--- config.mk ---
export PLATFORM = sky130hd
export DESIGN_NAME = radix_converter
export DESIGN_NICKNAME = d
export VERILOG_FILES = /design/src/rtl/rc_pkg.sv /design/src/rtl/rc_front.sv /design/src/rtl/rc_queue.sv /design/src/rtl/rc_back.sv /design/src/rtl/radix_converter.sv
export SDC_FILE = /design/constraint.sdc
export NUM_CORES = 2
export LEC_CHECK = 0
export CORE_MARGIN = 10
export CORE_UTILIZATION = 58
export DETAILED_ROUTE_END_ITERATION = 10
export DONT_BUFFER_PORTS = 1
export PLACE_DENSITY = 0.74
export SYNTH_ARGS = -nofsm -noshare
export SYNTH_HDL_FRONTEND = slang
export SYNTH_SLANG_ARGS = --single-unit
export TNS_END_PERCENT = 30
--- constraint.sdc ---
create_clock -name i_clk -period 15.1 [get_ports i_clk]
set_clock_uncertainty 0.1 [all_clocks]
set_input_delay 2.265 -clock i_clk [delete_from_list [all_inputs] [get_ports i_clk]]
set_output_delay 2.265 -clock i_clk [all_outputs]
set_load 0.05 [all_outputs]
--- src/rtl/rc_pkg.sv ---
package rc_pkg;

    localparam int VALUE_BITS = 31;
    // remainder chunks of the output divider, eight quotient bits per cycle
    localparam int CHUNK_BITS = 8;
    localparam int DIV_W      = ((VALUE_BITS + CHUNK_BITS - 1) / CHUNK_BITS) * CHUNK_BITS;
    localparam int CHUNKS     = DIV_W / CHUNK_BITS;
    localparam int CHUNK_W    = (CHUNKS > 1) ? $clog2(CHUNKS) : 1;
    // digit stack of the back end
    localparam int STACK_D    = VALUE_BITS;
    localparam int IDX_W      = $clog2(STACK_D);
    localparam int CNT_W      = $clog2(STACK_D + 1);
    // decimal split: q = (n * RECIP10) >> RECIP_SH, exact for n below 2**32
    localparam logic [31:0] RECIP10  = 32'hCCCC_CCCD;
    localparam int          RECIP_SH = 35;

    localparam logic [1:0] ST_OK          = 2'd0;
    localparam logic [1:0] ST_BAD_IN_BASE = 2'd1;
    localparam logic [1:0] ST_BAD_DIGIT   = 2'd2;
    localparam logic [1:0] ST_BAD_OUT_BASE = 2'd3;

    localparam logic [7:0] IN_BASE_MIN  = 8'd2;
    localparam logic [7:0] IN_BASE_MAX  = 8'd10;
    localparam logic [7:0] OUT_BASE_MIN = 8'd2;
    localparam logic [7:0] OUT_BASE_MAX = 8'd16;

    typedef struct packed {
        logic [1:0]            status;
        logic [VALUE_BITS-1:0] value;
        logic [4:0]            base;
    } t_job;

    function automatic logic [6:0] digit_glyph(input logic [3:0] d);
        logic [6:0] g;
        if (d < 4'd10) begin
            g = 7'h30 + 7'(d);
        end else begin
            g = 7'h41 + 7'(d) - 7'd10;
        end
        return g;
    endfunction

endpackage

--- src/rtl/rc_front.sv ---
module rc_front (
    input  logic          i_clk,
    input  logic          i_rst_n,
    input  logic          i_start,
    input  logic [30:0]   i_number_in,
    input  logic [7:0]    i_input_base,
    input  logic [7:0]    i_output_base,
    output logic          o_busy,
    output logic          o_push,
    output rc_pkg::t_job  o_job,
    input  logic          i_full
);
    import rc_pkg::*;

    localparam logic [2:0] F_IDLE = 3'd0;
    localparam logic [2:0] F_DIV  = 3'd1;
    localparam logic [2:0] F_REM  = 3'd2;
    localparam logic [2:0] F_ACC  = 3'd3;
    localparam logic [2:0] F_PUSH = 3'd4;

    localparam int PW = VALUE_BITS + 4;

    logic [2:0]            r_state, n_state;
    logic [VALUE_BITS-1:0] r_num, n_num;
    logic [VALUE_BITS-1:0] r_q, n_q;
    logic [3:0]            r_rem, n_rem;
    logic [VALUE_BITS-1:0] r_acc, n_acc;
    logic [VALUE_BITS-1:0] r_pow, n_pow;
    logic [3:0]            r_ib, n_ib;
    logic [4:0]            r_ob, n_ob;
    logic                  r_ob_bad, n_ob_bad;
    logic [1:0]            r_st, n_st;

    logic [63:0]           prod;
    logic [VALUE_BITS-1:0] q_x10;
    logic [VALUE_BITS-1:0] diff;
    logic [PW-1:0]         term;
    logic [PW-1:0]         pow_next;
    logic                  ib_bad;
    logic                  ob_bad;

    assign prod     = 64'(r_num) * 64'(RECIP10);
    assign q_x10    = (r_q << 3) + (r_q << 1);
    assign diff     = r_num - q_x10;
    assign term     = PW'(r_rem) * PW'(r_pow);
    assign pow_next = PW'(r_pow) * PW'(r_ib);
    assign ib_bad   = (i_input_base < IN_BASE_MIN) || (i_input_base > IN_BASE_MAX);
    assign ob_bad   = (i_output_base < OUT_BASE_MIN) || (i_output_base > OUT_BASE_MAX);

    assign o_busy = (r_state != F_IDLE);
    assign o_push = (r_state == F_PUSH) && !i_full;
    assign o_job  = '{status: r_st, value: r_acc, base: r_ob};

    always_comb begin
        n_state  = r_state;
        n_num    = r_num;
        n_q      = r_q;
        n_rem    = r_rem;
        n_acc    = r_acc;
        n_pow    = r_pow;
        n_ib     = r_ib;
        n_ob     = r_ob;
        n_ob_bad = r_ob_bad;
        n_st     = r_st;
        unique case (r_state)
            F_IDLE: begin
                if (i_start) begin
                    n_num    = VALUE_BITS'(i_number_in);
                    n_acc    = '0;
                    n_pow    = VALUE_BITS'(1);
                    n_ib     = i_input_base[3:0];
                    n_ob     = i_output_base[4:0];
                    n_ob_bad = ob_bad;
                    if (ib_bad) begin
                        n_st    = ST_BAD_IN_BASE;
                        n_state = F_PUSH;
                    end else begin
                        n_st    = ST_OK;
                        n_state = F_DIV;
                    end
                end
            end
            F_DIV: begin
                n_q     = VALUE_BITS'(prod >> RECIP_SH);
                n_state = F_REM;
            end
            F_REM: begin
                n_rem = diff[3:0];
                if (diff[3:0] >= r_ib) begin
                    n_st    = ST_BAD_DIGIT;
                    n_state = F_PUSH;
                end else begin
                    n_state = F_ACC;
                end
            end
            F_ACC: begin
                n_acc = r_acc + VALUE_BITS'(term);
                n_pow = VALUE_BITS'(pow_next);
                n_num = r_q;
                if (r_q == '0) begin
                    n_st    = r_ob_bad ? ST_BAD_OUT_BASE : ST_OK;
                    n_state = F_PUSH;
                end else begin
                    n_state = F_DIV;
                end
            end
            F_PUSH: begin
                if (!i_full) begin
                    n_state = F_IDLE;
                end
            end
            default: n_state = F_IDLE;
        endcase
    end

    always_ff @(posedge i_clk) begin
        if (!i_rst_n) begin
            r_state <= F_IDLE;
        end else begin
            r_state <= n_state;
        end
        r_num    <= n_num;
        r_q      <= n_q;
        r_rem    <= n_rem;
        r_acc    <= n_acc;
        r_pow    <= n_pow;
        r_ib     <= n_ib;
        r_ob     <= n_ob;
        r_ob_bad <= n_ob_bad;
        r_st     <= n_st;
    end

endmodule

--- src/rtl/rc_queue.sv ---
module rc_queue (
    input  logic          i_clk,
    input  logic          i_rst_n,
    input  logic          i_push,
    input  rc_pkg::t_job  i_job,
    input  logic          i_pop,
    output rc_pkg::t_job  o_job,
    output logic          o_empty,
    output logic          o_full
);
    import rc_pkg::*;

    localparam int DEPTH = 2;
    localparam int PTR_W = $clog2(DEPTH);

    t_job             r_mem [DEPTH];
    logic [PTR_W-1:0] r_wr, r_rd;
    logic [PTR_W:0]   r_cnt;

    assign o_empty = (r_cnt == '0);
    assign o_full  = (r_cnt == (PTR_W+1)'(DEPTH));
    assign o_job   = r_mem[r_rd];

    always_ff @(posedge i_clk) begin
        if (!i_rst_n) begin
            r_wr  <= '0;
            r_rd  <= '0;
            r_cnt <= '0;
        end else begin
            if (i_push) begin
                r_wr <= r_wr + 1'b1;
            end
            if (i_pop) begin
                r_rd <= r_rd + 1'b1;
            end
            if (i_push && !i_pop) begin
                r_cnt <= r_cnt + 1'b1;
            end else if (i_pop && !i_push) begin
                r_cnt <= r_cnt - 1'b1;
            end
        end
        if (i_push) begin
            r_mem[r_wr] <= i_job;
        end
    end

endmodule

--- src/rtl/rc_back.sv ---
module rc_back (
    input  logic          i_clk,
    input  logic          i_rst_n,
    input  rc_pkg::t_job  i_job,
    input  logic          i_empty,
    output logic          o_pop,
    output logic          o_valid,
    output logic [6:0]    o_digit_char,
    output logic [1:0]    o_status,
    output logic          o_last
);
    import rc_pkg::*;

    localparam logic [1:0] B_IDLE = 2'd0;
    localparam logic [1:0] B_DIV  = 2'd1;
    localparam logic [1:0] B_EMIT = 2'd2;

    logic [1:0]         r_state;
    logic [DIV_W-1:0]   r_val;
    logic [4:0]         r_ob;
    logic [3:0]         r_rem;
    logic [CHUNK_W-1:0] r_chunk;
    logic [CNT_W-1:0]   r_cnt;
    logic [3:0]         r_stack [STACK_D];

    logic [CHUNK_BITS-1:0] qbits;
    logic [3:0]            rem_next;
    logic [DIV_W-1:0]      val_next;
    logic [4:0]            t;
    logic [3:0]            rem_w;
    logic [CNT_W-1:0]      top;

    // restoring division of one chunk, remainder stays below the base
    always_comb begin
        rem_w = r_rem;
        qbits = '0;
        t     = '0;
        for (int k = 0; k < CHUNK_BITS; k++) begin
            t = {rem_w, r_val[DIV_W-1-k]};
            if (t >= r_ob) begin
                qbits[CHUNK_BITS-1-k] = 1'b1;
                rem_w = 4'(t - r_ob);
            end else begin
                rem_w = t[3:0];
            end
        end
        rem_next = rem_w;
        val_next = {r_val[DIV_W-CHUNK_BITS-1:0], qbits};
    end

    assign o_pop = (r_state == B_IDLE) && !i_empty;
    assign top   = r_cnt - 1'b1;

    always_ff @(posedge i_clk) begin
        if (!i_rst_n) begin
            r_state <= B_IDLE;
            o_valid <= 1'b0;
        end else begin
            o_valid <= 1'b0;
            unique case (r_state)
                B_IDLE: begin
                    if (!i_empty) begin
                        if (i_job.status != ST_OK) begin
                            o_valid <= 1'b1;
                        end else begin
                            r_state <= B_DIV;
                        end
                    end
                end
                B_DIV: begin
                    if (r_chunk == CHUNK_W'(CHUNKS - 1) && val_next == '0) begin
                        r_state <= B_EMIT;
                    end
                end
                B_EMIT: begin
                    o_valid <= 1'b1;
                    if (r_cnt == CNT_W'(1)) begin
                        r_state <= B_IDLE;
                    end
                end
                default: r_state <= B_IDLE;
            endcase
        end

        unique case (r_state)
            B_IDLE: begin
                r_val        <= DIV_W'(i_job.value);
                r_ob         <= i_job.base;
                r_rem        <= '0;
                r_chunk      <= '0;
                r_cnt        <= '0;
                o_digit_char <= '0;
                o_status     <= i_job.status;
                o_last       <= 1'b1;
            end
            B_DIV: begin
                r_val <= val_next;
                if (r_chunk == CHUNK_W'(CHUNKS - 1)) begin
                    r_stack[r_cnt[IDX_W-1:0]] <= rem_next;
                    r_cnt   <= r_cnt + 1'b1;
                    r_rem   <= '0;
                    r_chunk <= '0;
                end else begin
                    r_rem   <= rem_next;
                    r_chunk <= r_chunk + 1'b1;
                end
            end
            B_EMIT: begin
                o_digit_char <= digit_glyph(r_stack[top[IDX_W-1:0]]);
                o_status     <= ST_OK;
                o_last       <= (r_cnt == CNT_W'(1));
                r_cnt        <= top;
            end
            default: ;
        endcase
    end

endmodule

--- src/rtl/radix_converter.sv ---
// Radix converter: a word on i_number_in is read digit by decimal digit as a
// numeral in i_input_base (2 to 10) and is sent out in i_output_base (2 to 16)
// as ASCII characters, most significant first, one per o_valid cycle, with
// o_last on the final one. A bad request gives one result with o_digit_char 0,
// the code on o_status and o_last set. The receiver cannot stall: every
// o_valid cycle must be taken. A word is taken when start is high and busy is
// low. The front end takes the word, then steps through split by ten, digit
// check and weighted accumulate (digit times a running power of the input
// base) for each decimal digit checked (none for a bad input base, and it stops
// at the first bad digit), and then hands the job to a two-entry queue.
// busy is high from the edge that takes the word through the hand-over cycle,
// and stays high longer while the queue is full. The back end then picks the
// job up, divides by the output base chunk by chunk (eight quotient bits a
// cycle), pushing one remainder per output digit on a digit stack, and emits
// the digits from the stack. While the back end emits, the front end already
// works on the next word.
module radix_converter (
    input  logic        i_clk,
    input  logic        i_rst_n,
    input  logic        start,
    output logic        busy,
    input  logic [30:0] i_number_in,
    input  logic [7:0]  i_input_base,
    input  logic [7:0]  i_output_base,
    output logic        o_valid,
    output logic [6:0]  o_digit_char,
    output logic [1:0]  o_status,
    output logic        o_last
);
    import rc_pkg::*;

    logic push;
    logic pop;
    logic q_empty;
    logic q_full;
    t_job push_job;
    t_job head_job;

    rc_front u_front (
        .i_clk         (i_clk),
        .i_rst_n       (i_rst_n),
        .i_start       (start),
        .i_number_in   (i_number_in),
        .i_input_base  (i_input_base),
        .i_output_base (i_output_base),
        .o_busy        (busy),
        .o_push        (push),
        .o_job         (push_job),
        .i_full        (q_full)
    );

    rc_queue u_queue (
        .i_clk   (i_clk),
        .i_rst_n (i_rst_n),
        .i_push  (push),
        .i_job   (push_job),
        .i_pop   (pop),
        .o_job   (head_job),
        .o_empty (q_empty),
        .o_full  (q_full)
    );

    rc_back u_back (
        .i_clk        (i_clk),
        .i_rst_n      (i_rst_n),
        .i_job        (head_job),
        .i_empty      (q_empty),
        .o_pop        (pop),
        .o_valid      (o_valid),
        .o_digit_char (o_digit_char),
        .o_status     (o_status),
        .o_last       (o_last)
    );

endmodule
### After elaboration in Yosys (flattened, before gate mapping)

Memories as Yosys holds them, arrays and structs flattened. A register that Yosys moved wholly into a read port is not among the register bits.
Cells that the tools add are included.
W data, S select, Z words.

* register bits: 205
* bits in latches: 0
* RAM bits: 200
* bits in read-only memories: 0
* input bits: 50
* output and inout bits: 12
* word-level logic and storage cells: 173
* memories: 2

* $add $sub $neg: 21
* $mul: 3
* div/mod/pow operators: 0
* order comparisons: 14
* equality and inequality tests: 18
* shift operators: 0
* mux-type cells: 62
* bitwise logic cells: 0
* reductions and logical operators: 30

Memory list
* u_back.r_stack: words 31, width 4, read ports 1, clocked after Yosys merged registers in 0, wr ports 1, RTL line rc_back.sv:24 `logic [3:0] r_stack [STACK_D];`
* u_queue.r_mem: words 2, width 38, read ports 1, clocked after Yosys merged registers in 1, wr ports 1, RTL line rc_queue.sv:16 `t_job r_mem [DEPTH];`

Operator list (number)
* $pmux W31 S2: 3
* $mux W31: 3
* $pmux W32 S2: 1
* $mul A31 B32 Y63 const B: 1
* $ge A5 B5 Y1: 8
* $mux W4: 9
* $sub A4 B4 Y4: 9
* $logic_not A32 Y1: 1
* $add A31 B31 Y31: 1
* $logic_not A31 Y1: 1
* $mul A31 B4 Y31: 1
* $mul A4 B31 Y31: 1
* $mux W2: 11
* $mux W1: 18
* $lt A8 B2 Y1 const B: 2
* $mux W3: 5
* $pmux W3 S5: 1
* $pmux W5 S3: 1
* $pmux W7 S2: 1
* $pmux W2 S3: 2
* $ne A2 B1 Y1 const B: 5
* $reduce_bool A2 Y1: 5
* $reduce_bool A3 Y1: 3
* $gt A8 B4 Y1 const B: 1
* 31 further kinds: 54

### Longest topological paths before layout

* depth after elaboration: 20
* gate-level depth with buffers: 73
* gate-level depth less buffers: 68

### Hierarchy

From an unflattened synthesis, not the netlist that was laid out.

* cell total of the unflattened synthesis: 3256
* area, all modules: 36732.7 µm²

Modules (own cells, without submodules)
* rc_front: instances 1, cells an instance 2450, area an instance 24135.6 µm², seq. area each 4174.0 µm²
* rc_back: instances 1, cells an instance 666, area an instance 9633.0 µm², seq. area each 5525.3 µm²
* rc_queue: instances 1, cells an instance 140, area an instance 2964.1 µm², seq. area each 2382.3 µm²

### Least setup slack after synthesis

OpenSTA, ideal clock, no wires.

* kind: flip-flop to flip-flop
* start: reg u_back.r_ob[1]
* end: mem u_back.r_stack[0][0] (data pin)
* library setup time: 0.376 ns
* arrival: 12.448 ns
* required time: 14.624 ns
* setup slack: 2.176 ns
* stages on the path, launching flop included: 67
* buffers on the path: 5
* clock period less this slack: 12.924 ns
* cell sequence: edfxtp_1 -> inv_1 -> ha_1 -> a21o_1 -> a21o_1 -> a31o_2 -> a21o_1 -> a21o_1 -> clkbuf_1 -> mux2_2 -> inv_1 -> ha_1 -> a21o_1 -> a21oi_1 -> nor2b_1 -> o21ai_0 -> nand2b_1 -> clkbuf_1 -> [... 31 more ...] -> mux2_2 -> inv_1 -> ha_1 -> nor2b_1 -> o21ai_0 -> nand2b_1 -> a31o_2 -> a21o_1 -> a21o_1 -> a21oi_1 -> ha_1 -> a21o_1 -> a21oi_1 -> nor2b_1 -> o21ai_0 -> nand2b_1 -> clkbuf_1 -> a21oi_1

* cells in the longest elaborated chain, start to end: 16
* elaborated cells between the ends (all ways): 23
* those cells by class: add/sub (7); order compare (8); mux (8)

Ends and longest elaborated chain
* start, declared: RTL line rc_back.sv:20 `logic [4:0] r_ob;`
* start signal, assigned: RTL line rc_back.sv:88 `r_ob <= i_job.base;`
* $sub A4 B4 Y4 / $ge A5 B5 Y1 (equally long branches): RTL line rc_back.sv:42, rc_back.sv:40
* $mux W4: RTL line rc_back.sv:40 `if (t >= r_ob) begin`
* $sub A4 B4 Y4 / $ge A5 B5 Y1 (equally long branches): RTL line rc_back.sv:42, rc_back.sv:40
* $mux W4: RTL line rc_back.sv:40
* $sub A4 B4 Y4 / $ge A5 B5 Y1 (equally long branches): RTL line rc_back.sv:42, rc_back.sv:40
* $mux W4: RTL line rc_back.sv:40
* $ge A5 B5 Y1 / $sub A4 B4 Y4 (equally long branches): RTL line rc_back.sv:40, rc_back.sv:42
* $mux W4: RTL line rc_back.sv:40
* $sub A4 B4 Y4 / $ge A5 B5 Y1 (equally long branches): RTL line rc_back.sv:42, rc_back.sv:40
* $mux W4: RTL line rc_back.sv:40
* $sub A4 B4 Y4 / $ge A5 B5 Y1 (equally long branches): RTL line rc_back.sv:42, rc_back.sv:40
* $mux W4: RTL line rc_back.sv:40
* $sub A4 B4 Y4 / $ge A5 B5 Y1 (equally long branches): RTL line rc_back.sv:42, rc_back.sv:40
* $mux W4: RTL line rc_back.sv:40
* $ge A5 B5 Y1 (*): RTL line rc_back.sv:40
* $mux W4 (*): RTL line rc_back.sv:40
* net u_back.rem_next[0]: RTL line rc_back.sv:27 `logic [3:0] rem_next;`
* end, declared: RTL line rc_back.sv:24

The timed path passes the listed nets; every way through them passes the cells marked *.

### Final worst setup path

* start: reg u_back.r_ob[1]
* end: reg u_back.r_rem[1] (data pin)

* cells in the longest elaborated chain, start to end: 18
* elaborated cells between the ends (all ways): 26
* those cells by class: add/sub (8); order compare (8); mux (10)

Ends and longest elaborated chain
* $sub A4 B4 Y4 / $ge A5 B5 Y1 (equally long branches): RTL line rc_back.sv:42, rc_back.sv:40
* $mux W4: RTL line rc_back.sv:40
* $sub A4 B4 Y4 / $ge A5 B5 Y1 (equally long branches): RTL line rc_back.sv:42, rc_back.sv:40
* $mux W4: RTL line rc_back.sv:40
* $sub A4 B4 Y4 / $ge A5 B5 Y1 (equally long branches): RTL line rc_back.sv:42, rc_back.sv:40
* $mux W4: RTL line rc_back.sv:40
* $ge A5 B5 Y1 / $sub A4 B4 Y4 (equally long branches): RTL line rc_back.sv:40, rc_back.sv:42
* $mux W4: RTL line rc_back.sv:40
* [... 3 more ...]
* $mux W4: RTL line rc_back.sv:40
* $ge A5 B5 Y1 / $sub A4 B4 Y4 (equally long branches): RTL line rc_back.sv:40, rc_back.sv:42
* $mux W4: RTL line rc_back.sv:40
* $sub A4 B4 Y4 / $ge A5 B5 Y1 (equally long branches): RTL line rc_back.sv:42, rc_back.sv:40
* $mux W4 (*): RTL line rc_back.sv:40
* net u_back.rem_next[1]: RTL line rc_back.sv:27
* $mux W4 (*): RTL line rc_back.sv:98 `if (r_chunk == CHUNK_W'(CHUNKS - 1)) begin`
* $pmux W4 S2 (*): RTL line rc_back.sv:85 `unique case (r_state)`
* end signal, assigned: RTL line rc_back.sv:104 `r_rem <= rem_next;`
* end, declared: RTL line rc_back.sv:21 `logic [3:0] r_rem;`

Marked as above.
A chain may end at the register's enable or synchronous reset.

==> results.py <==
metrics = {
    "outcome": {
        "status": "finished clean",
    },
    "job": {
        "drv_cap": 0,
    },
    "grt": {
        "grt_pass1_wl_mm": 132.9,
        "grt_pass1_vias": 24410,
        "grt_overflow_total": 0,
        "antenna_found_initial": 2,
        "track_usage_pct": 22.73,
        "grt_max_degree": 79,
    },
    "critical_path": {
        "critical_path_class": "reg -> reg",
        "critPathArrivalTime_ns": 14.19,
        "worst_setup_path_end_kind": "register",
        "required_ns": 15.36,
        "cp_max_fo": 32,
        "cp_slowest_stage_delay_ns": 0.59,
        "cp_slowest_cell": "mux2_2",
        "cp-start-kind": "register",
        "timing.critical_path.mode_cell": "a21o_1",
        "r2r_end": "u_back.r_rem[1]$_SDFFCE_PP0P_",
        "r2r_start": "u_back.r_ob[1]$_DFFE_PP_",
        "reg2reg_depth": 63,
        "rrSetupSlack_ns": 1.16,
    },
    "synth": {
        "synthFlopType": "edfxtp_1",
        "synth.avg_cell_area_sq_um": 11.08,
        "ys_async_sr_fraction_pct": 0,
        "seq_area_frac_synth_pct": 33.30,
        "ys_ff_latch": 406,
        "yosys_warnings": 0,
        "synthCells": 3276,
        "synthesis.nets": 4131,
        "syn_area_sq_um": 36280,
        "synth_enable_flop_cells": 395,
        "post_synth_num_cell_types": 70,
    },
    "layout": {
        "fin_nets": 4114,
        "most-common-layout-cells": "inv_1 (562), ha_1 (415), edfxtp_1 (395)",
        "fillCellCount": 4788,
        "syn_to_final_growth_pct": 6.955,
        "drive_above_1_share_pct": 5.343,
        "final_common_cell": "inv_1",
        "fin_cells": 4132,
    },
    "clock_network": {
        "postCtsHoldBufs": 0,
        "cts_tree": "built",
        "cts_buffers": 45,
        "insertion_delay_ns": 0.62,
        "cts_max_level": 2,
        "clkTransAtPathRegs_ns": 0.06,
        "clockBufferDepth": 3,
        "cts_root_buf": "clkbuf_16",
        "post_cts_buffers": 0,
        "clock-sinks": 406,
        "cts-resized-gates": 0,
    },
    "die": {
        "fp-row-count": 91,
        "start_util_pct": 58.69,
        "dieArea_sq_um": 72960,
        "dieHeight_um": 270.1,
        "ios": 62,
        "coreArea_sq_um": 61830,
        "die_x_um": 270.1,
    },
    "timing": {
        "min_period_ns": 13.94,
        "finalSetupViolations": 0,
        "final_hold_viol_count": 0,
        "min_period_over_period_pct": 92.30,
        "rsz0062_at_grt": "no",
        "drv_slew": 0,
        "max_freq_ghz": 0.07175,
        "holdWs_ns": 0.3554,
        "fin_setup_tns_ns": 0,
        "max-slew-margin-rel_pct": 18.80,
        "worstMarginPinSlew_ns": 1.218,
    },
    "min_path": {
        "whs_path_depth": 0,
        "min_to": "u_queue.r_mem[0][0]$_DFFE_PP_",
        "min_path_type": "reg -> reg",
        "min_from": "u_front.r_ob[0]$_DFFE_PP_",
    },
    "routing": {
        "via_per_inst": 5.621,
        "drt-initial-drc-count": 1654,
        "vias": 23230,
        "wirelength_mm": 81.52,
        "dr.pass1.iters": 5,
        "post_drt_wl_per_cell_um": 19.73,
        "ant_nets": 0,
        "drcViolationCount": 0,
    },
    "placement": {
        "portBuffers": 0,
        "dpl.hpwl_mm": 64.95,
        "dp.cells": 4049,
        "gp_congestion": 0.9428,
    },
}
registers in the layout, summed over array words and instances, names as in the netlist, 4 cells and up, named ones only:
signal	cells
u_back.r_stack	124
u_queue.r_mem	76
u_back.r_val	32
u_front.r_acc	31
u_front.r_num	31
u_front.r_pow	31
u_front.r_q	28
u_back.o_digit_char	7
u_back.r_cnt	5
u_back.r_ob	5
u_front.r_ob	5
u_back.r_rem	4
u_front.r_ib	4
u_front.r_rem	4
synthesized netlist by cell type, types with 12 or more instances:
cell      instances  area, sq um
a21oi_1         119        595.6
edfxtp_1        395        11860
nand2b_1         29        181.4
nand4_1          18        112.6
fa_1            389         7787
o21bai_1         12        90.09
and3_1           22        137.6
a21o_1           60        450.4
ha_1            416         5205
nor2_1          159        596.8
mux2_2           21        236.5
xor2_1           36        315.3
mux4_2           36        810.8
inv_1           562         2110
o21ai_0         103        515.5
a211oi_1         15        112.6
and2_1           99        619.3
nor3_1           16        80.08
xnor2_1          83        727.0
nand3_1          28        140.1
nor2b_1          23        143.9
o21a_1           13        97.59
mux2i_1          50        500.5
nor4_1           17        106.4
clkbuf_1         66        247.7
nand2_1         357         1340
layer usage:
layer / global-route usage, % / wire, um / share of wire, % / up-vias
li1: - / - / - / 10930
met1: 32.22 / 37290 / 46 / 11570
met2: 35.84 / 37210 / 46 / 614
met3: 4.372 / 5442 / 6.7 / 112
met4: 5.160 / 1571 / 1.9 / 2
met5: 0 / 13 / 0.016 / -
how the worst max path moves through the flow:
stage,startpoint,to,slack [ns],depth (start not counted)
finish,u_back.r_ob[1]$_DFFE_PP_,u_back.r_rem[1]$_SDFFCE_PP0P_,1.16,63
global route,u_back.r_ob[1]$_DFFE_PP_,u_back.r_rem[1]$_SDFFCE_PP0P_,0.11,63
CTS,u_back.r_ob[1]$_DFFE_PP_,u_back.r_rem[1]$_SDFFCE_PP0P_,1.07,63
floorplan,u_back.r_ob[1]$_DFFE_PP_,u_back.r_stack[0][0]$_DFFE_PP_,2.18,66
global placement,u_back.r_ob[1]$_DFFE_PP_,u_back.r_rem[3]$_SDFFCE_PP0P_,1.44,63
detailed placement,u_back.r_ob[1]$_DFFE_PP_,u_back.r_rem[1]$_SDFFCE_PP0P_,1.16,63
cell families after synthesis:
| kind of cell | after synthesis | share of synthesized area, % |
|---|---|---|
| AND/OR/NAND/NOR | 797 | 10.12 |
| XOR/XNOR | 120 | 2.917 |
| adder cells (fa/ha/maj) | 805 | 35.81 |
| AO/OA/AOI/OAI | 402 | 6.955 |
| flip-flops | 406 | 33.30 |
| multiplexers | 107 | 4.266 |
| buffers and inverters | 639 | 6.641 |
through the flow:
step                util [%]  instance area, sq um  worst slack [ns]
finish                 62.77                 38810             1.162
global route           62.77                 38810            0.1119
CTS                    62.77                 38810             1.068
detailed placement     60.13                 37170             1.159
global placement       60.13                 37170             1.438
floorplan                  -                 36280             2.176
final cells by class:
class,count,area [sq um],area share [%]
multi-input combinational,2231,21840,56.27
sequential,406,12080,31.13
inverter,562,2110,5.436
clock buffer,51,1169,3.011
tap,837,1047,2.699
clock inverter,31,464.2,1.196
timing repair buffer,13,97.59,0.2515
antenna,1,2.502,0.006448
worst max-delay path, delay by kind of cell (launching register included):
family	cells	cell delay [ns]
multiplexers	6	2.30
buffers and inverters	6	0.95
adder cells (fa/ha/maj)	8	2.31
flip-flops	1	0.37
AO/OA/AOI/OAI	32	6.16
AND/OR/NAND/NOR	11	1.47
Power is not shown: default switching activity piles up to over one toggle a cycle in this logic, so the estimate is an artifact.
